[src/assert_macros.svh]
// Assertion macros shared by the ADC window accumulator RTL.
// Bodies collapse to nothing when SYNTHESIS is defined.
`ifndef ASSERT_MACROS_SVH
`define ASSERT_MACROS_SVH
`ifndef SYNTHESIS
`define AWM_ASSERT_IMP(lbl, clk, rst_n, ante, cons) \
    lbl: assert property (@(posedge clk) disable iff (!rst_n) (ante) |-> (cons)) \
        else $error("assertion failed");
`define AWM_ASSERT_NXT(lbl, clk, rst_n, ante, cons) \
    lbl: assert property (@(posedge clk) disable iff (!rst_n) (ante) |=> (cons)) \
        else $error("assertion failed");
`else
`define AWM_ASSERT_IMP(lbl, clk, rst_n, ante, cons)
`define AWM_ASSERT_NXT(lbl, clk, rst_n, ante, cons)
`endif
`endif

[src/awm_pkg.sv]
// Package for the ADC window accumulator: field widths, channel codes,
// register map and the types passed between modules. No dependencies.
`timescale 1ns / 1ps

package awm_pkg;

    localparam int CH_W  = 2;
    localparam int SUM_W = 23;
    localparam int SQ_W  = 31;
    localparam int WL_W  = 13;
    localparam int APB_W = 32;

    localparam logic [WL_W-1:0] WL_RESET = 13'd521;

    localparam logic [CH_W-1:0] CH_AC      = 2'd0;
    localparam logic [CH_W-1:0] CH_VFB     = 2'd1;
    localparam logic [CH_W-1:0] CH_IFB     = 2'd2;
    localparam logic [CH_W-1:0] CH_IGNORED = 2'd3;

    localparam logic REG_WINDOW_LENGTH = 1'b0;

    typedef struct packed {
        logic              psel;
        logic              penable;
        logic              pwrite;
        logic              reg_index;
        logic [APB_W-1:0]  pwdata;
    } t_apb_req;

    typedef struct packed {
        logic                    emit;
        logic [CH_W-1:0]         channel;
        logic signed [SUM_W-1:0] sum;
        logic [SQ_W-1:0]         sum_sq;
    } t_acc_res;

endpackage

[src/adc_window_mean_rms_accumulator.sv]
// Windowed sum and sum-of-squares accumulator for a tagged ADC sample stream.
// Top level: input register, accumulator core, result register, APB port; uses awm_pkg.
// Each transfer on the s_ side is registered, then added to its channel's totals
// once the result register is free or being taken; a finished window loads the
// result register, which drives the m_ side. One sample is taken every cycle;
// the rate is set by the single accumulate step per channel, and the input
// stalls only while both the input register and an untaken result are held.
// Channel 3 is dropped; channel 0 is centred by mid-scale and also squared.
// window_length sits at byte address 0 and is clamped to 1..MAX_WINDOW.
`timescale 1ns / 1ps
`include "assert_macros.svh"

module adc_window_mean_rms_accumulator #(
    parameter int SAMPLE_BITS = 10,
    parameter int MAX_WINDOW  = 4096
) (
    input  logic                                   i_clk,
    input  logic                                   i_rst_n,
    input  logic                                   s_tvalid,
    output logic                                   s_tready,
    // [SAMPLE_BITS-1:0] sample
    input  logic [((SAMPLE_BITS + 7) / 8) * 8-1:0] s_tdata,
    // [1:0] channel
    input  logic [awm_pkg::CH_W-1:0]               s_tuser,
    output logic                                   m_tvalid,
    input  logic                                   m_tready,
    // [22:0] window_sum, [53:23] window_sum_squares
    output logic [55:0]                            m_tdata,
    // [1:0] result_channel
    output logic [awm_pkg::CH_W-1:0]               m_tuser,
    input  logic                                   psel,
    input  logic                                   penable,
    input  logic                                   pwrite,
    input  logic [2:0]                             paddr,
    input  logic [awm_pkg::APB_W-1:0]              pwdata,
    output logic [awm_pkg::APB_W-1:0]              prdata,
    output logic                                   pready
);
    import awm_pkg::*;

    localparam int CNT_W = $clog2(MAX_WINDOW + 1);
    localparam int CMP_W = (CNT_W > WL_W) ? CNT_W : WL_W;

    logic                    r_in_valid;
    logic [SAMPLE_BITS-1:0]  r_in_sample;
    logic [CH_W-1:0]         r_in_channel;
    logic                    r_out_valid;
    logic [CH_W-1:0]         r_out_channel;
    logic signed [SUM_W-1:0] r_out_sum;
    logic [SQ_W-1:0]         r_out_sum_sq;

    logic                    advance;
    logic                    s_xfer;
    logic [CMP_W-1:0]        window;
    t_apb_req                apb_req;
    t_acc_res                acc_res;

    assign apb_req.psel      = psel;
    assign apb_req.penable   = penable;
    assign apb_req.pwrite    = pwrite;
    assign apb_req.reg_index = paddr[2];
    assign apb_req.pwdata    = pwdata;
    assign pready            = 1'b1;

    awm_cfg #(
        .MAX_WINDOW (MAX_WINDOW),
        .CMP_W      (CMP_W)
    ) u_cfg (
        .i_clk    (i_clk),
        .i_rst_n  (i_rst_n),
        .i_req    (apb_req),
        .o_prdata (prdata),
        .o_window (window)
    );

    assign advance  = r_in_valid && (!r_out_valid || m_tready);
    assign s_tready = !r_in_valid || advance;
    assign s_xfer   = s_tvalid && s_tready;

    awm_accum #(
        .SAMPLE_BITS (SAMPLE_BITS),
        .MAX_WINDOW  (MAX_WINDOW),
        .CMP_W       (CMP_W)
    ) u_accum (
        .i_clk     (i_clk),
        .i_rst_n   (i_rst_n),
        .i_step    (advance),
        .i_sample  (r_in_sample),
        .i_channel (r_in_channel),
        .i_window  (window),
        .o_res     (acc_res)
    );

    always_ff @(posedge i_clk) begin
        if (!i_rst_n) begin
            r_in_valid  <= 1'b0;
            r_out_valid <= 1'b0;
        end else begin
            if (s_xfer) begin
                r_in_valid <= 1'b1;
            end else if (advance) begin
                r_in_valid <= 1'b0;
            end
            if (advance && acc_res.emit) begin
                r_out_valid <= 1'b1;
            end else if (m_tready) begin
                r_out_valid <= 1'b0;
            end
        end
    end

    always_ff @(posedge i_clk) begin
        if (s_xfer) begin
            r_in_sample  <= s_tdata[SAMPLE_BITS-1:0];
            r_in_channel <= s_tuser;
        end
        if (advance && acc_res.emit) begin
            r_out_channel <= acc_res.channel;
            r_out_sum     <= acc_res.sum;
            r_out_sum_sq  <= acc_res.sum_sq;
        end
    end

    assign m_tvalid = r_out_valid;
    assign m_tuser  = r_out_channel;
    assign m_tdata  = {2'b00, r_out_sum_sq, r_out_sum};

    `AWM_ASSERT_IMP(a_no_ignored_result, i_clk, i_rst_n, r_out_valid, r_out_channel != CH_IGNORED)
    `AWM_ASSERT_IMP(a_sq_only_ac, i_clk, i_rst_n, r_out_valid && r_out_channel != CH_AC, r_out_sum_sq == '0)
    `AWM_ASSERT_IMP(a_stall_cause, i_clk, i_rst_n, !s_tready, r_in_valid && r_out_valid && !m_tready)
    `AWM_ASSERT_NXT(a_hold_input, i_clk, i_rst_n, r_in_valid && !advance, r_in_valid)

endmodule

[src/awm_cfg.sv]
// Configuration register bank for the ADC window accumulator.
// Holds window_length and derives the clamped window; depends on awm_pkg.
`timescale 1ns / 1ps

module awm_cfg #(
    parameter int MAX_WINDOW = 4096,
    parameter int CMP_W      = 13
) (
    input  logic                      i_clk,
    input  logic                      i_rst_n,
    input  awm_pkg::t_apb_req         i_req,
    output logic [awm_pkg::APB_W-1:0] o_prdata,
    output logic [CMP_W-1:0]          o_window
);
    import awm_pkg::*;

    logic [WL_W-1:0]  r_window_length;
    logic [CMP_W-1:0] wl_ext;

    always_ff @(posedge i_clk) begin
        if (!i_rst_n) begin
            r_window_length <= WL_RESET;
        end else if (i_req.psel && i_req.penable && i_req.pwrite
                     && i_req.reg_index == REG_WINDOW_LENGTH) begin
            r_window_length <= i_req.pwdata[WL_W-1:0];
        end
    end

    always_comb begin
        wl_ext = CMP_W'(r_window_length);
        if (wl_ext == '0) begin
            o_window = CMP_W'(1);
        end else if (wl_ext > CMP_W'(MAX_WINDOW)) begin
            o_window = CMP_W'(MAX_WINDOW);
        end else begin
            o_window = wl_ext;
        end
    end

    assign o_prdata = (i_req.reg_index == REG_WINDOW_LENGTH) ?
                      APB_W'(r_window_length) : '0;

endmodule

[src/awm_accum.sv]
// Per-channel accumulators: counts, sums and the AC sum of squares.
// Updates state for one sample per step and reports a finished window; uses awm_pkg.
`timescale 1ns / 1ps

module awm_accum #(
    parameter int SAMPLE_BITS = 10,
    parameter int MAX_WINDOW  = 4096,
    parameter int CMP_W       = 13
) (
    input  logic                        i_clk,
    input  logic                        i_rst_n,
    input  logic                        i_step,
    input  logic [SAMPLE_BITS-1:0]      i_sample,
    input  logic [awm_pkg::CH_W-1:0]    i_channel,
    input  logic [CMP_W-1:0]            i_window,
    output awm_pkg::t_acc_res           o_res
);
    import awm_pkg::*;

    localparam int CNT_W  = $clog2(MAX_WINDOW + 1);
    localparam int C_W    = SAMPLE_BITS + 1;
    localparam int PROD_W = 2 * C_W;
    localparam int MUL_W  = (PROD_W > SQ_W) ? PROD_W : SQ_W;
    localparam logic [C_W-1:0] OFFSET = C_W'(((2 ** SAMPLE_BITS) - 1) / 2);

    logic [CNT_W-1:0]        r_cnt [3];
    logic signed [SUM_W-1:0] r_sum [3];
    logic [SQ_W-1:0]         r_sum_sq;

    logic                    ch_ok;
    logic [CNT_W-1:0]        cnt_cur;
    logic [CNT_W-1:0]        cnt_inc;
    logic signed [SUM_W-1:0] sum_cur;
    logic signed [SUM_W-1:0] sum_add;
    logic signed [SUM_W-1:0] sum_new;
    logic signed [C_W-1:0]   centred;
    logic signed [MUL_W-1:0] c_ext;
    logic [MUL_W-1:0]        prod;
    logic [SQ_W-1:0]         sq_new;
    logic                    emit;

    always_comb begin
        ch_ok   = 1'b1;
        cnt_cur = r_cnt[0];
        sum_cur = r_sum[0];
        case (i_channel)
            CH_AC: begin
                cnt_cur = r_cnt[0];
                sum_cur = r_sum[0];
            end
            CH_VFB: begin
                cnt_cur = r_cnt[1];
                sum_cur = r_sum[1];
            end
            CH_IFB: begin
                cnt_cur = r_cnt[2];
                sum_cur = r_sum[2];
            end
            default: begin
                ch_ok = 1'b0;
            end
        endcase

        centred = $signed(C_W'(i_sample)) - $signed(OFFSET);
        c_ext   = MUL_W'(centred);
        prod    = $unsigned(c_ext * c_ext);
        sq_new  = r_sum_sq + prod[SQ_W-1:0];

        sum_add = (i_channel == CH_AC) ? SUM_W'(centred) : $signed(SUM_W'(i_sample));
        sum_new = sum_cur + sum_add;
        cnt_inc = cnt_cur + CNT_W'(1);
        emit    = ch_ok && (CMP_W'(cnt_inc) >= i_window);

        o_res.emit    = emit;
        o_res.channel = i_channel;
        o_res.sum     = sum_new;
        o_res.sum_sq  = (i_channel == CH_AC) ? sq_new : '0;
    end

    always_ff @(posedge i_clk) begin
        if (!i_rst_n) begin
            for (int k = 0; k < 3; k++) begin
                r_cnt[k] <= '0;
                r_sum[k] <= '0;
            end
            r_sum_sq <= '0;
        end else if (i_step && ch_ok) begin
            r_cnt[i_channel] <= emit ? '0 : cnt_inc;
            r_sum[i_channel] <= emit ? '0 : sum_new;
            if (i_channel == CH_AC) begin
                r_sum_sq <= emit ? '0 : sq_new;
            end
        end
    end

endmodule

[config.mk]
export PLATFORM = sky130hd
export DESIGN_NAME = adc_window_mean_rms_accumulator
export DESIGN_NICKNAME = d
export VERILOG_FILES = /design/src/awm_pkg.sv /design/src/adc_window_mean_rms_accumulator.sv /design/src/awm_cfg.sv /design/src/awm_accum.sv
export VERILOG_INCLUDE_DIRS = /design/src /design/src/src
export SDC_FILE = /design/constraint.sdc
export NUM_CORES = 1
export LEC_CHECK = 0
export BUFFER_PORTS_ARGS = -buffer_cell sky130_fd_sc_hd__buf_2
export CAP_MARGIN = 20
export CORE_MARGIN = 4
export CORE_UTILIZATION = 55
export CTS_CLUSTER_DIAMETER = 60
export CTS_CLUSTER_SIZE = 25
export DETAILED_ROUTE_END_ITERATION = 7
export GPL_TIMING_DRIVEN = 0
export HOLD_SLACK_MARGIN = 0.15
export PLACE_DENSITY_LB_ADDON = 0.08
export SLEW_MARGIN = 20
export SYNTH_ARGS = -nofsm -noshare
export SYNTH_HDL_FRONTEND = slang
export SYNTH_SLANG_ARGS = --single-unit
[constraint.sdc]
create_clock -name i_clk -period 24.5 [get_ports i_clk]
set_input_delay 6.125 -clock i_clk [delete_from_list [all_inputs] [get_ports i_clk]]
set_output_delay 6.125 -clock i_clk [all_outputs]
set_load 0.02 [all_outputs]
---- After elaboration in Yosys (flattened, before gate mapping) ----
Memory sizes are Yosys's and may differ from the RTL's.
Index checks and enable logic that the tools add are counted.
W data, S select, Z words.
storage, ports and cells
  bits in registers ....................... 114
  memory bits (writable) .................. 108
  input bits .............................. 60
  output and inout bits ................... 93
  logic and storage cells ................. 65
  memories ................................ 2
cells by class
  $add $sub $neg .......................... 4
  multipliers ............................. 1
  order comparisons ....................... 2
  equality and inequality tests ........... 2
  mux-type cells .......................... 24
  bitwise operators ....................... 1
  reductions and logical operators ........ 20
memories
  name           words  width  rd ports  clocked after memory_dff  write ports  RTL line         source
  u_accum.r_sum  3      23     3         0                         3            awm_accum.sv:27  logic signed [SUM_W-1:0] r_sum [3];
  u_accum.r_cnt  3      13     3         0                         3            awm_accum.sv:26  logic [CNT_W-1:0] r_cnt [3];
operators by type and width
  kind                     number
  $mux W23                 3
  $mux W13                 5
  $pmux W23 S2             1
  $add A31 B31 Y31         1
  $mux W31                 1
  $pmux W13 S2             1
  $add A23 B23 Y23         1
  $reduce_or A23 Y1        1
  $mul A11 B11 Y22         1
  $add A13 B1 Y13 const B  1
  $ge A13 B13 Y1           1
  $gt A13 B13 Y1 const B   1
  $logic_not A13 Y1        1
  $reduce_or A13 Y1        1
  $mux W1                  11
  $sub A10 B9 Y11 const B  1
  $logic_and A1 B1 Y1      8
  $mux W2                  2
  $reduce_bool A2 Y1       2
  $reduce_or A3 Y1         1
  $eq A2 B1 Y1 const B     1
  $eq A2 B2 Y1 const B     1
  $logic_not A1 Y1         2
  $logic_not A2 Y1         1
  3 further kinds          4

---- Depth between registers and ports, before layout ----
  depth in word-level cells ............... 9
  gate-level depth with buffers ........... 37
  depth with buffers taken out ............ 36

---- Cells and area by module ----
Synthesis repeated with hierarchy kept, for this count alone.
unflattened totals
  cells, all modules ...................... 1,666
  area total of the unflattened synthesis .. 16,385.7 µm²
modules (own cells, without submodules)
  module                           times used  cells an instance  area each (µm²)  sequential area each (µm²)
  awm_accum                        1           1,471              13,336.5         3,863.7
  adc_window_mean_rms_accumulator  1           86                 2,184.6          2,082.0
  awm_cfg                          1           109                864.6            260.2

---- Worst setup path before layout ----
OpenSTA, ideal clock, no wires.
  path type ............................... input -> output
  from .................................... in paddr[2]
  to ...................................... out prdata[10] in the netlist's numbering
  arrival time ............................ 6.638 ns
  data required time ...................... 18.375 ns
  path slack .............................. 11.737 ns
  stages .................................. 2
  path buffers ............................ 1
  path through ............................ clkbuf_1 > nor2b_1
between the ends
  word-level cells in the longest chain between the ends .. 1
ends and longest elaborated chain
  element             RTL line                               source
  start: declaration  adc_window_mean_rms_accumulator.sv:34  input logic [2:0] paddr,
  $mux W13            awm_cfg.sv:40                          assign o_prdata = (i_req.reg_index == REG_WINDOW_LENGTH) ?
  end: declaration    adc_window_mean_rms_accumulator.sv:36  output logic [awm_pkg::APB_W-1:0] prdata,
No other way between the ends.

---- Worst setup path after layout ----
  from .................................... in paddr[2]
  to ...................................... out prdata[8] in the netlist's numbering
Same word-level chain as after synthesis.

==> flow_summary.json <==
{
  "status": "finished clean",
  "fin_skew_ns": 0.0511,
  "endpoint": "prdata[8]",
  "slew_headroom": 0.293,
  "drc": 0,
  "vias_per_cell": 5.45,
  "drive_gt1_frac": 0.103,
  "core-area_um2": 29000,
  "hpwl_mm": 29.1,
  "setup_viol": 0,
  "crit_cells": 4,
  "r2r_start": "r_in_sample[2]",
  "layoutNonFillerInstCount": 2211,
  "diodes": 0,
  "worst_slew_pin_slew_ns": 1.06,
  "cts_tree": "built",
  "final_common_cell": "inv_1",
  "synth_top_family_by_area": "adder cells",
  "synthXorXnorAreaFrac": 0.0554,
  "ys_seq_area_frac": 0.379,
  "grt_pass1_vias": 12400,
  "port-buffer-count": 103,
  "ys_types": 69,
  "clk_latency_ns": 0.54,
  "synth_compound_gate_area_share": 0.129,
  "dr.pass1.iters": 5,
  "grt_pass1_wl_mm": 62.6,
  "hold_viol": 0,
  "ys_warn_count": 0,
  "fin_crit_sh": 0.530,
  "postCtsHoldBufs": 0,
  "post-route-min-period_ns": 12.99,
  "pin_count": 153,
  "synth-simple-area-share": 0.145,
  "rsz0062_at_grt": "false",
  "wirelength_mm": 37.8,
  "ff2ff_setup_slack_ns": 14.95,
  "crit_start": "paddr[2]",
  "cts-root-buf": "clkbuf_16",
  "final_cell_mix": "inv_1 (213), nor2_1 (196), edfxtp_1 (176)",
  "yosys_register_bits": 222,
  "num_vias": 12100,
  "fp-row-count": 62,
  "fp.dieH_um": 181,
  "synth_edf_count": 176,
  "cp_num_buf_inv": 3,
  "hold_class": "reg2reg",
  "max_freq_mhz": 77.0,
  "timing.rr.end": "r_out_sum_sq[30]",
  "fin_hold_ws_ns": 0.481,
  "cp-start-kind": "input port",
  "drt_iter0_markers": 675,
  "avgSynthCellArea_um2": 9.84,
  "synth_mux_area_frac": 0.00183,
  "cts_buffer_depth": 3,
  "antenna_left": 0,
  "crit_path_end_kind": "output pin",
  "cts_made_buffers": 20,
  "netlist_instances": 1663,
  "wl_per_cell_um": 17.1,
  "clk_pin_slew_ns": 0.09,
  "antenna_found_initial": 0,
  "dieArea_um2": 32600,
  "place.gp.congestion": 0.873,
  "cts_resized": 0,
  "tns_ns": 0,
  "critical-path-slowest-cell": "clkbuf_1",
  "track_usage": 0.234,
  "synth_top_flop_cell": "edfxtp_1",
  "grt_max_degree": 28,
  "reg2reg_depth": 33,
  "area_growth_pct": 11.9,
  "max_stage_delay_ns": 0.32,
  "synthArstFlopShare": 0,
  "path_cells": "buf_2 -> clkbuf_1 -> nor2b_1 -> buf_2",
  "drv_slew": 0,
  "grt_overflow": 0,
  "cp_max_fo": 10,
  "finalNetCount": 2097,
  "path_common_cell": "buf_2",
  "path_delay_family": "buffers and inverters",
  "dpl.cell_count": 2175,
  "cp.arrival_ns": 6.87,
  "syn-cell-area_um2": 16400,
  "post_cts_buffers": 0,
  "cts_max_level": 1,
  "fp.dieW_um": 181,
  "synthAdderAreaFrac": 0.218,
  "crit_type": "in2out",
  "required_ns": 18.38,
  "drv_cap": 0,
  "cts.sinks": 222,
  "start_util": 0.564
}
[final cells by class]
cell class	instances	area, um^2
buffer	75	368
clock buffer	21	526
clock inverter	15	220
fill	2462	10700
inverter	214	803
multi-input combinational	1172	9080
sequential	222	6210
tap	384	480
timing repair buffer	108	638
[worst reg2reg max path, delay by kind of cell, from the launching register on]
kind / cells / cell delay [ns]
AND/OR/NAND/NOR: 10 / 2.11
XOR/XNOR: 3 / 0.96
buffers and inverters: 6 / 0.75
AO/OA/AOI/OAI: 7 / 1.86
flip-flops: 1 / 0.38
adder cells (fa/ha/maj): 7 / 3.27
[per-layer routing]
| metal | track usage | part of all wire |
|---|---|---|
| met1 | 0.298 | 0.42 |
| met2 | 0.422 | 0.51 |
| met3 | 0.0335 | 0.048 |
| met4 | 0.0581 | 0.024 |
| met5 | 0 | 0 |
[synth_stat cells, drive strengths merged, types with 3 or more instances]
library cell  instances  area, um^2
a22o                 27         236
a22oi                36         270
and2                 46         288
mux2i                 3        30.0
and3                  8        50.1
a21o                 37         279
nand2               142         533
a41oi                 4        35.0
o21ai                40         200
edfxtp              176        5290
nor2b                30         188
o221ai                4        35.0
nor3b                 3        22.5
a2111oi               5        45.0
inv                 214         803
o21bai                9        67.6
nand2b               13        81.3
nor4                  4        25.0
o211ai                5        37.5
nor2                196         736
a21boi               17         128
buf                  31         203
dfxtp                46         921
nand4                13        81.3
fa                  101        2020
clkbuf               44         165
xor2                 28         245
nand3                27         140
xnor2                70         639
or3                  10        63.8
nor3                 13        70.1
ha                  123        1540
o21a                 14         105
a21oi                73         365
a211oi               11        82.6
a31oi                10        62.6
[worst min-delay path by stage]
stage	start	end	depth (start not counted)
after global routing	u_accum.r_sum_sq[26]	u_accum.r_sum_sq[26]	1
after CTS	u_accum.r_sum_sq[2]	u_accum.r_sum_sq[2]	2
final	u_accum.r_sum_sq[2]	u_accum.r_sum_sq[2]	2
after detailed placement	u_accum.r_sum_sq[2]	u_accum.r_sum_sq[2]	2
after floorplan	u_accum.r_sum_sq[2]	u_accum.r_sum_sq[2]	2
after global placement	u_accum.r_sum_sq[2]	u_accum.r_sum_sq[2]	2
[per-stage QoR]
| stage | utilization | cell area, um^2 | worst slack, ns |
|---|---|---|---|
| after detailed placement | 0.606 | 17600 | 11.52 |
| final | 0.632 | 18300 | 11.51 |
| after global placement | 0.601 | 17400 | 11.52 |
| after CTS | 0.632 | 18300 | 11.52 |
| after global routing | 0.632 | 18300 | 11.42 |
| after floorplan | - | 16400 | 11.74 |
[kinds of logic (layout without fill, tap and decap cells)]
kind of cell | count (synthesis) | count (layout)
simple gates | 516 | 516
compound gates | 308 | 308
buf+inv | 289 | 433
fa+ha+maj | 224 | 224
flops | 222 | 222
xor+xnor | 99 | 99
mux | 3 | 3
other cells | 2 | 22
[state kept, by name, summed over array words and instances, names as in the netlist, 10 cells and up]
register	cells
u_cfg.r_window_length	13
u_accum.r_cnt	39
r_in_sample	10
r_out_sum	23
u_accum.r_sum_sq	31
u_accum.r_sum	69
r_out_sum_sq	31
Power is left out: the tool's default activity adds up to more than one toggle a clock period on the data nets, which glitch-free logic cannot reach.
